## config.mk

```make
export PLATFORM = sky130hd
export DESIGN_NAME = rc_receiver_frame_decoder_unit
export DESIGN_NICKNAME = d
export VERILOG_FILES = /design/src/rcfd_pkg.sv /design/src/rcfd_unpack.sv /design/src/rc_receiver_frame_decoder_unit.sv
export SDC_FILE = /design/constraint.sdc
export NUM_CORES = 1
export LEC_CHECK = 0
export BUFFER_PORTS_ARGS = -buffer_cell sky130_fd_sc_hd__buf_2
export CORE_ASPECT_RATIO = 1.5
export CORE_MARGIN = 3
export CORE_UTILIZATION = 40
export CTS_CLUSTER_SIZE = 24
export DETAILED_ROUTE_END_ITERATION = 8
export RECOVER_POWER = 50
export SYNTH_ARGS = -nofsm -noshare
export SYNTH_HDL_FRONTEND = slang
export SYNTH_SLANG_ARGS = --single-unit
```

## constraint.sdc

```tcl
create_clock -name clk -period 14.2 [get_ports clk]
set_input_delay 3.55 -clock clk [delete_from_list [all_inputs] [get_ports clk]]
set_output_delay 3.55 -clock clk [all_outputs]
set_load 0.05 [all_outputs]
```

## src/rcfd_pkg.sv

```systemverilog
// Package for the remote-control receiver frame decoder.
// Holds shared constants, the status codes and the decoded frame struct.
// No dependencies.
package rcfd_pkg;

  localparam int MIN_FRAME_BYTES = 18;
  localparam int COUNTER_BITS    = 8;

  localparam int STORED_BYTES  = 16;
  localparam int NUM_COUNTERS  = 18;
  localparam int CNT_IDX_W     = $clog2(NUM_COUNTERS);
  localparam int BYTE_CNT_W    = 5;
  localparam int NUM_KEYS      = 16;
  localparam int KEY_NO_COUNT_A = 4;
  localparam int KEY_NO_COUNT_B = 5;
  localparam int LEFT_BTN_CNT  = 16;
  localparam int RIGHT_BTN_CNT = 17;

  localparam int STICK_W   = 11;
  localparam int DB_W      = 10;
  localparam int MOTION_W  = 16;
  localparam int CVAL_W    = 8;

  localparam logic [DB_W-1:0]       DEADBAND_RESET = 10'd8;
  localparam logic [3:0]            SAFE_SWITCHES  = 4'hD;
  localparam logic [BYTE_CNT_W-1:0] BYTE_CNT_MAX   = 5'd31;

  localparam int PADDR_W  = 3;
  localparam logic [0:0] REG_STICK_DEADBAND = 1'b0;

  typedef enum logic [1:0] {
    ST_DECODED = 2'd0,
    ST_SHORT   = 2'd1,
    ST_ZERO    = 2'd2,
    ST_COUNTER = 2'd3
  } status_t;

  typedef struct packed {
    logic [NUM_KEYS-1:0]          keys;
    logic [1:0]                   buttons;
    logic [2:0][MOTION_W-1:0]     motion;
    logic [3:0]                   switches;
    logic [3:0][STICK_W-1:0]      sticks;
  } frame_t;

endpackage

```

## src/rcfd_unpack.sv

```systemverilog
// Frame field unpacker: sticks with centering and deadband, switches, mouse and keys.
// Purely combinational. Depends on rcfd_pkg.
module rcfd_unpack (
  input  logic [rcfd_pkg::STORED_BYTES-1:0][7:0] bytes,
  input  logic [rcfd_pkg::DB_W-1:0]              deadband,
  output rcfd_pkg::frame_t                       frame
);

  function automatic logic [rcfd_pkg::STICK_W-1:0] centre(
    input logic [rcfd_pkg::STICK_W-1:0] raw,
    input logic [rcfd_pkg::DB_W-1:0]    db
  );
    logic [rcfd_pkg::STICK_W-1:0] v;
    logic signed [rcfd_pkg::STICK_W:0] v_ext;
    logic signed [rcfd_pkg::STICK_W:0] db_ext;
    // raw - 1024 is raw with the top bit inverted
    v      = {~raw[rcfd_pkg::STICK_W-1], raw[rcfd_pkg::STICK_W-2:0]};
    v_ext  = signed'({v[rcfd_pkg::STICK_W-1], v});
    db_ext = signed'({2'b00, db});
    if (v_ext <= db_ext && v_ext >= -db_ext) begin
      v = '0;
    end
    return v;
  endfunction

  always_comb begin
    frame.sticks[0] = centre({bytes[1][2:0], bytes[0]}, deadband);
    frame.sticks[1] = centre({bytes[2][5:0], bytes[1][7:3]}, deadband);
    frame.sticks[2] = centre({bytes[4][0], bytes[3], bytes[2][7:6]}, deadband);
    frame.sticks[3] = centre({bytes[5][3:0], bytes[4][7:1]}, deadband);
    frame.switches  = bytes[5][7:4];
    frame.motion[0] = {bytes[7], bytes[6]};
    frame.motion[1] = {bytes[9], bytes[8]};
    frame.motion[2] = {bytes[11], bytes[10]};
    frame.buttons   = {|bytes[13], |bytes[12]};
    frame.keys      = {bytes[15], bytes[14]};
  end

endmodule

```

## src/rc_receiver_frame_decoder_unit.sv

```systemverilog
// Remote-control receiver frame decoder, top level.
// Input register, byte store, held values, edge counters, result register, APB port.
// Depends on rcfd_pkg and rcfd_unpack.
//
// Frame bytes and counter accesses enter on the s_ stream, one item per clock at
// full rate while m_ is not stalled. Each item passes through an input register
// and is resolved into the result register, whose output drives m_; a stalled m_
// holds the result there. The input register can take one more item while a
// result waits. Only a last frame byte or a counter access yields a result.
// Frames shorter than the minimum report zero sticks and safe switches; frames
// whose first six bytes are zero report the held values. stick_deadband sits at
// address 0; the user must write it only while the block is idle, which the
// block itself does not enforce.
module rc_receiver_frame_decoder_unit (
  input  logic                            clk,
  input  logic                            rst,
  input  logic                            s_tvalid,
  output logic                            s_tready,
  // [7:0] data_byte, [12:8] counter_index, [13] clear_after_read
  input  logic [15:0]                     s_tdata,
  // [0] req_type
  input  logic                            s_tuser,
  input  logic                            s_tlast,
  output logic                            m_tvalid,
  input  logic                            m_tready,
  // [10:0] stick_0, [21:11] stick_1, [32:22] stick_2, [43:33] stick_3,
  // [47:44] switches, [63:48] mouse_dx, [79:64] mouse_dy, [95:80] mouse_dz,
  // [97:96] mouse_buttons, [113:98] key_bits, [121:114] counter_value
  output logic [127:0]                    m_tdata,
  // [1:0] frame_status
  output logic [1:0]                      m_tuser,
  input  logic                            psel,
  input  logic                            penable,
  input  logic                            pwrite,
  input  logic [rcfd_pkg::PADDR_W-1:0]    paddr,
  input  logic [31:0]                     pwdata,
  output logic [31:0]                     prdata,
  output logic                            pready
);

  localparam int CB = rcfd_pkg::COUNTER_BITS;

  // configuration
  logic [rcfd_pkg::DB_W-1:0] stick_deadband;
  logic                      cfg_sel0;

  assign pready   = 1'b1;
  assign cfg_sel0 = (paddr[2] == rcfd_pkg::REG_STICK_DEADBAND);
  assign prdata   = cfg_sel0 ? 32'(stick_deadband) : 32'd0;

  always_ff @(posedge clk) begin
    if (rst) begin
      stick_deadband <= rcfd_pkg::DEADBAND_RESET;
    end else if (psel && penable && pwrite && pready && cfg_sel0) begin
      stick_deadband <= pwdata[rcfd_pkg::DB_W-1:0];
    end
  end

  // input register
  logic                           s1_valid;
  logic                           s1_req;
  logic [7:0]                     s1_data;
  logic                           s1_last;
  logic [rcfd_pkg::CNT_IDX_W-1:0] s1_idx;
  logic                           s1_clr;
  logic                           advance;
  logic                           proc;

  assign advance  = !m_tvalid || m_tready;
  assign s_tready = !s1_valid || advance;
  assign proc     = s1_valid && advance;

  always_ff @(posedge clk) begin
    if (rst) begin
      s1_valid <= 1'b0;
    end else if (s_tready) begin
      s1_valid <= s_tvalid;
    end
  end

  always_ff @(posedge clk) begin
    if (s_tready && s_tvalid) begin
      s1_req  <= s_tuser;
      s1_data <= s_tdata[7:0];
      s1_last <= s_tlast;
      s1_idx  <= s_tdata[12:8];
      s1_clr  <= s_tdata[13];
    end
  end

  // state
  logic [rcfd_pkg::STORED_BYTES-1:0][7:0] frame_bytes;
  logic [rcfd_pkg::BYTE_CNT_W-1:0]        byte_count;
  rcfd_pkg::frame_t                       held;
  logic [CB-1:0]                          counters [rcfd_pkg::NUM_COUNTERS];

  logic [rcfd_pkg::STORED_BYTES-1:0][7:0] eff_bytes;
  logic [rcfd_pkg::BYTE_CNT_W-1:0]        count_next;
  rcfd_pkg::frame_t                       decoded;
  rcfd_pkg::frame_t                       held_next;
  logic                                   is_short;
  logic                                   is_zero;
  logic                                   do_decode;
  logic                                   idx_ok;
  logic [CB-1:0]                          cnt_read;
  rcfd_pkg::status_t                      status;
  logic                                   has_result;
  logic [rcfd_pkg::NUM_COUNTERS-1:0]      now_bits;
  logic [rcfd_pkg::NUM_COUNTERS-1:0]      old_bits;

  // the byte in flight is visible to the decode of its own frame
  always_comb begin
    for (int i = 0; i < rcfd_pkg::STORED_BYTES; i++) begin
      eff_bytes[i] = (byte_count == rcfd_pkg::BYTE_CNT_W'(i)) ? s1_data : frame_bytes[i];
    end
  end

  rcfd_unpack u_unpack (
    .bytes    (eff_bytes),
    .deadband (stick_deadband),
    .frame    (decoded)
  );

  assign count_next = (byte_count < rcfd_pkg::BYTE_CNT_MAX) ?
                      byte_count + rcfd_pkg::BYTE_CNT_W'(1) : byte_count;
  assign is_short   = count_next < rcfd_pkg::BYTE_CNT_W'(rcfd_pkg::MIN_FRAME_BYTES);
  assign is_zero    = ~|{eff_bytes[5], eff_bytes[4], eff_bytes[3],
                         eff_bytes[2], eff_bytes[1], eff_bytes[0]};
  assign do_decode  = proc && !s1_req && s1_last && !is_short && !is_zero;
  assign idx_ok     = s1_idx < rcfd_pkg::CNT_IDX_W'(rcfd_pkg::NUM_COUNTERS);
  assign cnt_read   = idx_ok ? counters[s1_idx] : '0;
  assign has_result = s1_req || s1_last;

  assign now_bits = {decoded.buttons, decoded.keys};
  assign old_bits = {held.buttons, held.keys};

  always_comb begin
    held_next = held;
    status    = rcfd_pkg::ST_COUNTER;
    if (s1_req) begin
      status = rcfd_pkg::ST_COUNTER;
    end else if (is_short) begin
      held_next.sticks   = '0;
      held_next.switches = rcfd_pkg::SAFE_SWITCHES;
      status             = rcfd_pkg::ST_SHORT;
    end else if (is_zero) begin
      status = rcfd_pkg::ST_ZERO;
    end else begin
      held_next = decoded;
      status    = rcfd_pkg::ST_DECODED;
    end
  end

  always_ff @(posedge clk) begin
    if (proc && !s1_req && byte_count < rcfd_pkg::BYTE_CNT_W'(rcfd_pkg::STORED_BYTES)) begin
      frame_bytes[byte_count[$clog2(rcfd_pkg::STORED_BYTES)-1:0]] <= s1_data;
    end
  end

  always_ff @(posedge clk) begin
    if (rst) begin
      byte_count <= '0;
      held       <= '0;
      for (int i = 0; i < rcfd_pkg::NUM_COUNTERS; i++) begin
        counters[i] <= '0;
      end
    end else if (proc) begin
      if (!s1_req) begin
        byte_count <= s1_last ? '0 : count_next;
      end
      if (!s1_req && s1_last) begin
        held <= held_next;
      end
      if (s1_req && s1_clr && idx_ok) begin
        counters[s1_idx] <= '0;
      end
      if (do_decode) begin
        for (int i = 0; i < rcfd_pkg::NUM_COUNTERS; i++) begin
          if (i != rcfd_pkg::KEY_NO_COUNT_A && i != rcfd_pkg::KEY_NO_COUNT_B &&
              now_bits[i] && !old_bits[i]) begin
            counters[i] <= counters[i] + CB'(1);
          end
        end
      end
    end
  end

  // result register
  always_ff @(posedge clk) begin
    if (rst) begin
      m_tvalid <= 1'b0;
    end else if (advance) begin
      m_tvalid <= proc && has_result;
    end
  end

  always_ff @(posedge clk) begin
    if (proc && has_result) begin
      m_tdata[10:0]    <= held_next.sticks[0];
      m_tdata[21:11]   <= held_next.sticks[1];
      m_tdata[32:22]   <= held_next.sticks[2];
      m_tdata[43:33]   <= held_next.sticks[3];
      m_tdata[47:44]   <= held_next.switches;
      m_tdata[63:48]   <= held_next.motion[0];
      m_tdata[79:64]   <= held_next.motion[1];
      m_tdata[95:80]   <= held_next.motion[2];
      m_tdata[97:96]   <= held_next.buttons;
      m_tdata[113:98]  <= held_next.keys;
      m_tdata[121:114] <= s1_req ? rcfd_pkg::CVAL_W'(cnt_read) : '0;
      m_tdata[127:122] <= '0;
      m_tuser          <= status;
    end
  end

  a_frame_end_clears_count: assert property (@(posedge clk) disable iff (rst)
    proc && !s1_req && s1_last |=> byte_count == '0)
    else $error("byte count not cleared at frame end");

  a_short_safe: assert property (@(posedge clk) disable iff (rst)
    m_tvalid && m_tuser == rcfd_pkg::ST_SHORT |->
      m_tdata[47:44] == rcfd_pkg::SAFE_SWITCHES && m_tdata[43:0] == '0)
    else $error("short frame result not in safe state");

  a_cval_only_on_read: assert property (@(posedge clk) disable iff (rst)
    m_tvalid && m_tuser != rcfd_pkg::ST_COUNTER |-> m_tdata[121:114] == '0)
    else $error("counter value on frame result");

  a_no_accept_on_stall: assert property (@(posedge clk) disable iff (rst)
    s1_valid && m_tvalid && !m_tready |-> !s_tready)
    else $error("input taken while result stalled");

  a_held_stable_on_read: assert property (@(posedge clk) disable iff (rst)
    proc && s1_req |=> held == $past(held) && byte_count == $past(byte_count))
    else $error("counter access disturbed frame state");

endmodule

```

* After elaboration in Yosys (flattened, before gate mapping)
Memories as Yosys holds them, arrays and structs flattened. A register that Yosys moved wholly into a read port is not among the register bits.
Index checks and enable logic that the tools add are counted.
** Storage, ports and cells
- Bits in registers :: 391
- Memory bits (writable) :: 144
- Bits of input ports :: 60
- Output and inout bits :: 165
- Logic and storage cells :: 313
- Memories kept :: 1
** Cells by class
- $add $sub $neg :: 18
- Order comparisons :: 14
- Equal/unequal tests :: 15
- Mux-type cells :: 137
- Bitwise operators :: 22
- Reductions and logical operators :: 68
** Memories
- counters :: depth 18, bits a word 8, read ports 17, clocked after memory_dff 1, wr ports 18, RTL line rc_receiver_frame_decoder_unit.sv:95 : logic [CB-1:0] counters [rcfd_pkg::NUM_COUNTERS];
** Operators by type and width (number)
- 8-bit 2-to-1 mux :: 34
- 114-bit 2-to-1 mux :: 2
- 8-bit by 1-bit adder with 8-bit output, second input constant :: 16
- 128-bit bitwise mux :: 1
- 1-bit 2-to-1 mux :: 87
- 66-bit 2-to-1 mux :: 1
- 11-bit by 12-bit greater-or-equal comparator with 1-bit output :: 4
- 48-bit 2-to-1 mux :: 1
- 48-bit OR reduction :: 1
- 11-bit less-or-equal comparator :: 4
- 11-bit 2-to-1 mux :: 4
- 5-bit by 4-bit equality test with 1-bit output, second input constant :: 8
- 1-bit logical AND :: 35
- 8-bit demux with 4-bit select :: 1
- 8-bit OR reduction :: 3
- 1-bit logical NOT :: 21
- 5-bit by 3-bit equality test with 1-bit output, second input constant :: 4
- 5-bit less-than comparator, second input constant :: 4
- 1-bit OR :: 16
- 5-bit 2-to-1 mux :: 3
- 10-bit negator with 12-bit output :: 1
- 5-bit by 2-bit equality test with 1-bit output, second input constant :: 2
- 10-bit 2-to-1 mux :: 1
- 1-bit inverter :: 6
- other kinds (9) :: 14

* Longest topological paths before layout
Gate-level depths: netlist of the first run.
- Depth after elaboration :: 13
- Mapped depth :: 16
- Mapped depth without buffers :: 14

* Modules after synthesis
From an unflattened synthesis of the first run, not the netlist that was laid out.
** Unflattened totals
- Cell total of the unflattened synthesis :: 2565
- Area, all modules :: 26511.7 µm²
** Modules (own cells, without submodules)
- rc_receiver_frame_decoder_unit :: instances 1, cells each 2161, area an instance 23342.4 µm², sequential area each 13232.7 µm²
- rcfd_unpack :: instances 1, cells each 404, area an instance 3169.3 µm², sequential area each 0.0 µm²

* Least setup slack after synthesis of the first run
Ideal clock, no wire load.
- Path type :: input port to flip-flop
- Start point :: in m_tready
- End point :: reg m_tdata[0], enable pin
- Setup time :: 0.610 ns
- Data arrival time :: 8.993 ns
- Required time :: 13.590 ns
- Slack :: 4.597 ns
- Stages :: 3
- Path buffers :: 0
- Cells stage by stage :: nor2b_1 -> nand2b_1 -> nor2_1
** Between the ends
- Cells in the longest elaborated chain, start to end :: 3
** Ends and longest elaborated chain
- from (decl) :: RTL line rc_receiver_frame_decoder_unit.sv:25 : input logic m_tready,
- 1-bit logical OR :: RTL line rc_receiver_frame_decoder_unit.sv:69 : assign advance = !m_tvalid || m_tready;
- 1-bit logical AND :: RTL line rc_receiver_frame_decoder_unit.sv:71 : assign proc = s1_valid && advance;
- 1-bit logical AND :: RTL line rc_receiver_frame_decoder_unit.sv:198 : if (proc && has_result) begin
- to (signal assigned) :: RTL line rc_receiver_frame_decoder_unit.sv:199 : m_tdata[10:0] <= held_next.sticks[0];
- to (decl) :: RTL line rc_receiver_frame_decoder_unit.sv:29 : output logic [127:0] m_tdata,
Every way passes these cells.
A chain may end at the register's enable or synchronous reset.

* Worst setup path after layout of the first run
- Start point :: in m_tready
- End point :: out s_tready
** Between the ends
- Cells in the longest elaborated chain, start to end :: 2
** Ends and longest elaborated chain
- 1-bit logical OR :: RTL line rc_receiver_frame_decoder_unit.sv:69
- 1-bit logical OR :: RTL line rc_receiver_frame_decoder_unit.sv:70 : assign s_tready = !s1_valid || advance;
- to (decl) :: RTL line rc_receiver_frame_decoder_unit.sv:18 : output logic s_tready,
Every way passes these cells.

==> results.toml, run 1 <==
[outcome]
status = "complete, but fails checks"
violations = "max-capacitance violations, max-slew violations"

[logic_synthesis]
synth_cell_types = 75
ys_ff_latch = 527
synth_edf_count = 268
muxShareOfSynthArea_pct = 7.81
ys.flop_type = "edfxtp_1"
synth-compound-area-share_pct = 11.6
synth_top_area_share_pct = 32.9
yosysTopAreaCell = "edfxtp_1"
synth_xor_area_share_pct = 3.55
yosys.area_share.simple_pct = 14.3
synth_area_leaders = "edfxtp_1 (33%), dfxtp_1 (21%), ha_1 (4.7%), mux2i_1 (4.0%), nor2_1 (3.3%)"
netlist_instances = 2223
yosys.area_share.adder_pct = 4.87
seq_area_frac_synth_pct = 54.1
ys.warnings.count = 0
synth.most_common_cell = "edfxtp_1"
yosys-top-cells-count = "edfxtp_1 (268), dfxtp_1 (259), nor2_1 (217), nand2_1 (174), a21oi_1 (131)"
synth_top_family_by_area = "simple AND/OR/NAND/NOR gates"
syn_area_um2 = 24400
syn_area_per_cell_um2 = 11.0
async_reset_ff_share_pct = 0

[clock_tree]
clockBufferDepth = 3
cts-resized-gates = 0
cts_buffers = 53
root_buffer = "clkbuf_16"
tritoncts = "yes"
cts_setup_buffers = 0
hold_buffers = 0
cts.htree.levels = 2
cts.sinks = 527
worstSkewPairLatency_ps = 590
clkSlewWorstSetupHoldPaths_ps = 60

[placement]
dp_slack_ps = 6480
portBuffers = 169
dp_hpwl_um = 46500
place_area_um2 = 26000
place_congestion = 0.916

[finish]
drive_gt1_share_pct = 9.89
register_area_um2 = 13200
multi_input_area_um2 = 10500
fin_nets = 2517
finalInstanceArea_um2 = 27700
n_antenna_cell = 0
utilization_pct = 45.9
n_fill_cell = 5571
area_growth_syn_to_layout_pct = 13.2

[floorplan]
core_um2 = 60300
rows = 110
die_area_um2 = 64200
die_w_um = 208
initial_core_util_pct = 40.5
pin_count = 225
die_y_um = 309

[sta]
fmax_mhz = 130
period_share_pct = 54.3
worst_pin_slew_ps = 3100
final-setup-viol-count = 0
tns_ps = 0
hold_violations = 0
slew_violations = 404
slew_headroom_pct = -107
fin_skew_ps = 15.8
min_period_ps = 7710
timing.final.ws_setup_ps = 6490
rsz0062_at_grt = "no"

[worst_setup_path]
crit_type = "in2out"
arrival_ps = 4160
crit_chain = "buf_2 -> nor2b_1 -> nand2_1 -> buf_2"
slowest_delay_ps = 210
cp_num_buf_inv = 2
cp_max_fo = 4
crit_path_start_kind = "input pin"
cp_top_family = "buffers and inverters"
cpMostUsedCell = "buf_2"
crit_path_end_kind = "primary output"
critPathRequiredTime_ps = 10650
worst_path_max_delay_cell = "nor2b_1"

[routing]
routed_via_density = 5.57
first_pass_iters = 4
final_antenna_net_count = 0
vias = 17800
first_iter_violations = 920
drc = 0
drt-total-wl_um = 67000
wire_per_inst_um = 21.0

[global_route]
grt_pass1_wl_um = 103000
antenna_found_initial = 0
overflow = 0
grt_usage_pct = 20.2
grt_max_degree = 119
grt_pass1_vias = 17800

[min_path]
hold_path.class = "reg2reg"

[power_and_ir_drop]
p_leak_nw = 10.0
irDropWorstVdd_mv = 0.0954
power_mw = 3.26
power_density_nw_per_um2 = 118

[job]
drv_cap = 12
==> area by class of cell <==
| type | count | share of cell area [%] |
|---|---|---|
| multi-input combinational | 1524 | 37.8 |
| clock inverter | 24 | 1.13 |
| sequential | 527 | 47.8 |
| inverter | 57 | 0.773 |
| timing repair buffer | 202 | 3.22 |
| tap | 784 | 3.55 |
| clock buffer | 73 | 5.66 |
==> worst register-to-register path: stages, from the launching register on <==
cell and delay (ps):
dfxtp_1 430, ha_1 390, nor4b_1 1500, mux2_1 540, or4b_2 710, nor4_1 920, a31oi_1 750, buf_4 640
nor2_1 380, a21oi_1 100
==> power breakdown <==
part           switching [mW]  leakage, nW  total (mW)  internal, mW
Sequential            0.00607         4.75        1.61          1.61
Combinational           0.122         4.38       0.158        0.0356
Clock                   0.596        0.919        1.49         0.898
Total                   0.724         10.0        3.26          2.54
==> cell usage in the layout (no fill, tap or decap), types with 50 or more instances in the layout <==
cell type / netlist / final
dfxtp_1: 259 / 259
inv_1: 56 / 56
nor2_1: 217 / 215
mux2i_1: 98 / 98
nand3_1: 80 / 80
nand2_1: 174 / 173
clkbuf_1: 80 / 146
o21ai_0: 114 / 113
edfxtp_1: 268 / 268
clkbuf_16: 0 / 56
ha_1: 92 / 92
xor2_1: 90 / 90
and3_1: 50 / 50
a21oi_1: 131 / 131
a32o_1: 65 / 65
==> worst paths after layout <==
| kind | start | endpoint | slack [ps] | depth (start not counted) |
|---|---|---|---|---|
| max | m_tready | s_tready | 6490 | 4 |
| min | held[59] | held[59] | 450 | 2 |
| max reg2reg | byte_count[0] | m_tdata[83] | 7490 | 9 |
| min reg2reg | held[59] | held[59] | 450 | 2 |
==> sequential cells by signal (all words and copies together) (netlist names), 2 cells and up <==
name and flops:
held 114, counters 128, m_tdata 122, stick_deadband 10, m_tuser 2, byte_count 5
s1_data 8, frame_bytes 128, s1_idx 5
==> layer usage <==
layer  vias to the layer above  GRT usage [%]  wire [um]
met5                         -              0          0
met4                         0           9.43       3210
met3                       159           2.59       2630
met2                       441           36.9      34500
met1                      8752           23.6      26600
li1                       8424              -          -
==> logic make-up after synthesis <==
| kind of cell | count (synthesis) |
|---|---|
| xor gates and xnor gates | 99 |
| adders and majority gates | 96 |
| and+or+nand+nor | 708 |
| buffers and inverters | 199 |
| DFF | 527 |
| muxes | 156 |
| other | 2 |
| AOI/OAI and AO/OA | 436 |
==> stage by stage <==
step,hold slack [ps],cells
3_5_place_dp,443,3094
4_1_cts,456,3191
3_3_place_gp,434,3094
6_report,452,3191
2_1_floorplan,426,2250
5_1_grt,480,3191
Power figures use the tool's default switching activity.
==> inputs of run 2 (changes only) <==
==> constraint.sdc (replaced) <==
create_clock -name clk -period 8.1 [get_ports clk]
set_input_delay 2.025 -clock clk [delete_from_list [all_inputs] [get_ports clk]]
set_output_delay 2.025 -clock clk [all_outputs]
set_load 0.05 [all_outputs]
==> run 2 against run 1 <==
Against the previous run: the run still ends with max-capacitance violations, max-slew violations left; via count increased by 0.13%; count of clock-buffer cells in the layout decreased by 2; global-route usage increased by 0.20 points; total power rose by 74%; worst hold slack gained 2.0 ps; utilization about the same; clock power grew 72%; routed wire length is 0.41% higher; flip-flop and latch count stayed put; largest cell class unchanged.
==> results.toml, run 2 (synthesis results as in run 1) <==
[outcome]
status = "complete, but fails checks"
violations = "max-capacitance violations, max-slew violations"

[clock_tree]
root_buffer = "clkbuf_16"
cts-resized-gates = 0
cts.htree.levels = 2
clockBufferDepth = 3
cts_setup_buffers = 0
hold_buffers = 0
clkSlewWorstSetupHoldPaths_ps = 60
cts.sinks = 527
tritoncts = "yes"
cts_buffers = 53
worstSkewPairLatency_ps = 600

[job]
drv_cap = 12

[sta]
slew_headroom_pct = -102
slew_violations = 409
tns_ps = 0
min_period_ps = 5650
worst_hold_slack_ps = 454
final-setup-viol-count = 0
fin_skew_ps = 18.3
rsz0062_at_grt = "no"
period_share_pct = 69.7
worst_pin_slew_ps = 3030
fmax_mhz = 177
hold_violations = 0

[finish]
fin_nets = 2516
area_growth_syn_to_layout_pct = 13.2
drive_gt1_share_pct = 9.88
n_antenna_cell = 0
final_cell_mix = "edfxtp_1 (268), dfxtp_1 (259), nor2_1 (215)"
layout_commonest_cell = "edfxtp_1"

[routing]
drc = 0
final_antenna_net_count = 0
top_layer = "met4"
drt-met1-wl_um = 26300
vias = 17800
drt-total-wl_um = 67200
wire_per_inst_um = 21.1
first_iter_violations = 891
first_pass_iters = 5
routed_via_density = 5.58
wl_met2_um = 35600
wl_met3_um = 2700

[floorplan]
rows = 110
initial_core_util_pct = 40.5
die_y_um = 309
core_um2 = 60300
pin_count = 225
die_w_um = 208
die_area_um2 = 64200

[global_route]
overflow = 0
grt_usage_pct = 20.4
grt_max_degree = 129
grt_pass1_wl_um = 104000
antenna_found_initial = 0
grt_pass1_vias = 18000

[worst_setup_path]
arrival_ps = 5790
cp_max_fo = 51
critPathRequiredTime_ps = 8250
crit_type = "in2reg"
slowest_delay_ps = 2080
worst_path_max_delay_cell = "clkbuf_1"
crit_chain = "buf_2 -> nor2b_1 -> nand2b_1 -> nor2_1 -> clkbuf_1"
crit_path_start_kind = "input pin"
crit_path_end_kind = "register"

[power_and_ir_drop]
power_density_nw_per_um2 = 205
irDropWorstVdd_mv = 0.161
p_leak_nw = 10.0

[placement]
place_congestion = 0.926
dp_hpwl_um = 46700
portBuffers = 169

[min_path]
hold_path.class = "reg2reg"
## run 2: area by class of cell
| class | instances | area, um2 |
|---|---|---|
| clock inverters | 28 | 334 |
| repair buffers | 201 | 908 |
| clock buffers | 71 | 1490 |
| multi-input cells | 1524 | 10500 |
| fillers | 5621 | 32600 |
| flip-flops and latches | 527 | 13200 |
| inverters | 57 | 214 |
| well taps | 784 | 981 |
## run 2: power breakdown
| group | internal [mW] | switching (mW) | total, mW |
|---|---|---|---|
| Combinational | 0.0623 | 0.215 | 0.277 |
| Clock | 1.51 | 1.05 | 2.56 |
| Sequential | 2.82 | 0.0111 | 2.83 |
## run 2: worst paths after layout
| kind | startpoint | cells past startpoint | slack (ps) | to |
|---|---|---|---|---|
| max | m_tready | 5 | 2450 | m_tdata[10] |
| max reg2reg | byte_count[0] | 9 | 2680 | m_tdata[94] |
| min | held[81] | 2 | 450 | held[81] |
| min reg2reg | held[81] | 2 | 450 | held[81] |
## run 2: through the flow
step / area [um2] / instances / util (%) / power [mW] / worst slack [ps]
floorplan: 24500 / 2250 / - / 3.09 / 22.0
global placement: 26000 / 3093 / 43.2 / 3.16 / 2810
detailed placement: 26000 / 3093 / 43.2 / 3.17 / 2730
CTS: 27900 / 3192 / 46.2 / 5.75 / 2740
global route: 27700 / 3192 / 45.9 / 5.86 / 1990
finish: 27700 / 3192 / 45.9 / 5.67 / 2450
## run 2: critical path: cells and delay by family
kind / cells / cell delay, ps
buffers and inverters: 2 / 2160
and+or+nand+nor: 3 / 1530
## run 2: per-layer routing
layer	vias up	GRT usage [%]
li1	8436	-
met1	8782	23.2
met2	443	38.5
met3	138	2.79
met4	0	7.92
met5	-	0
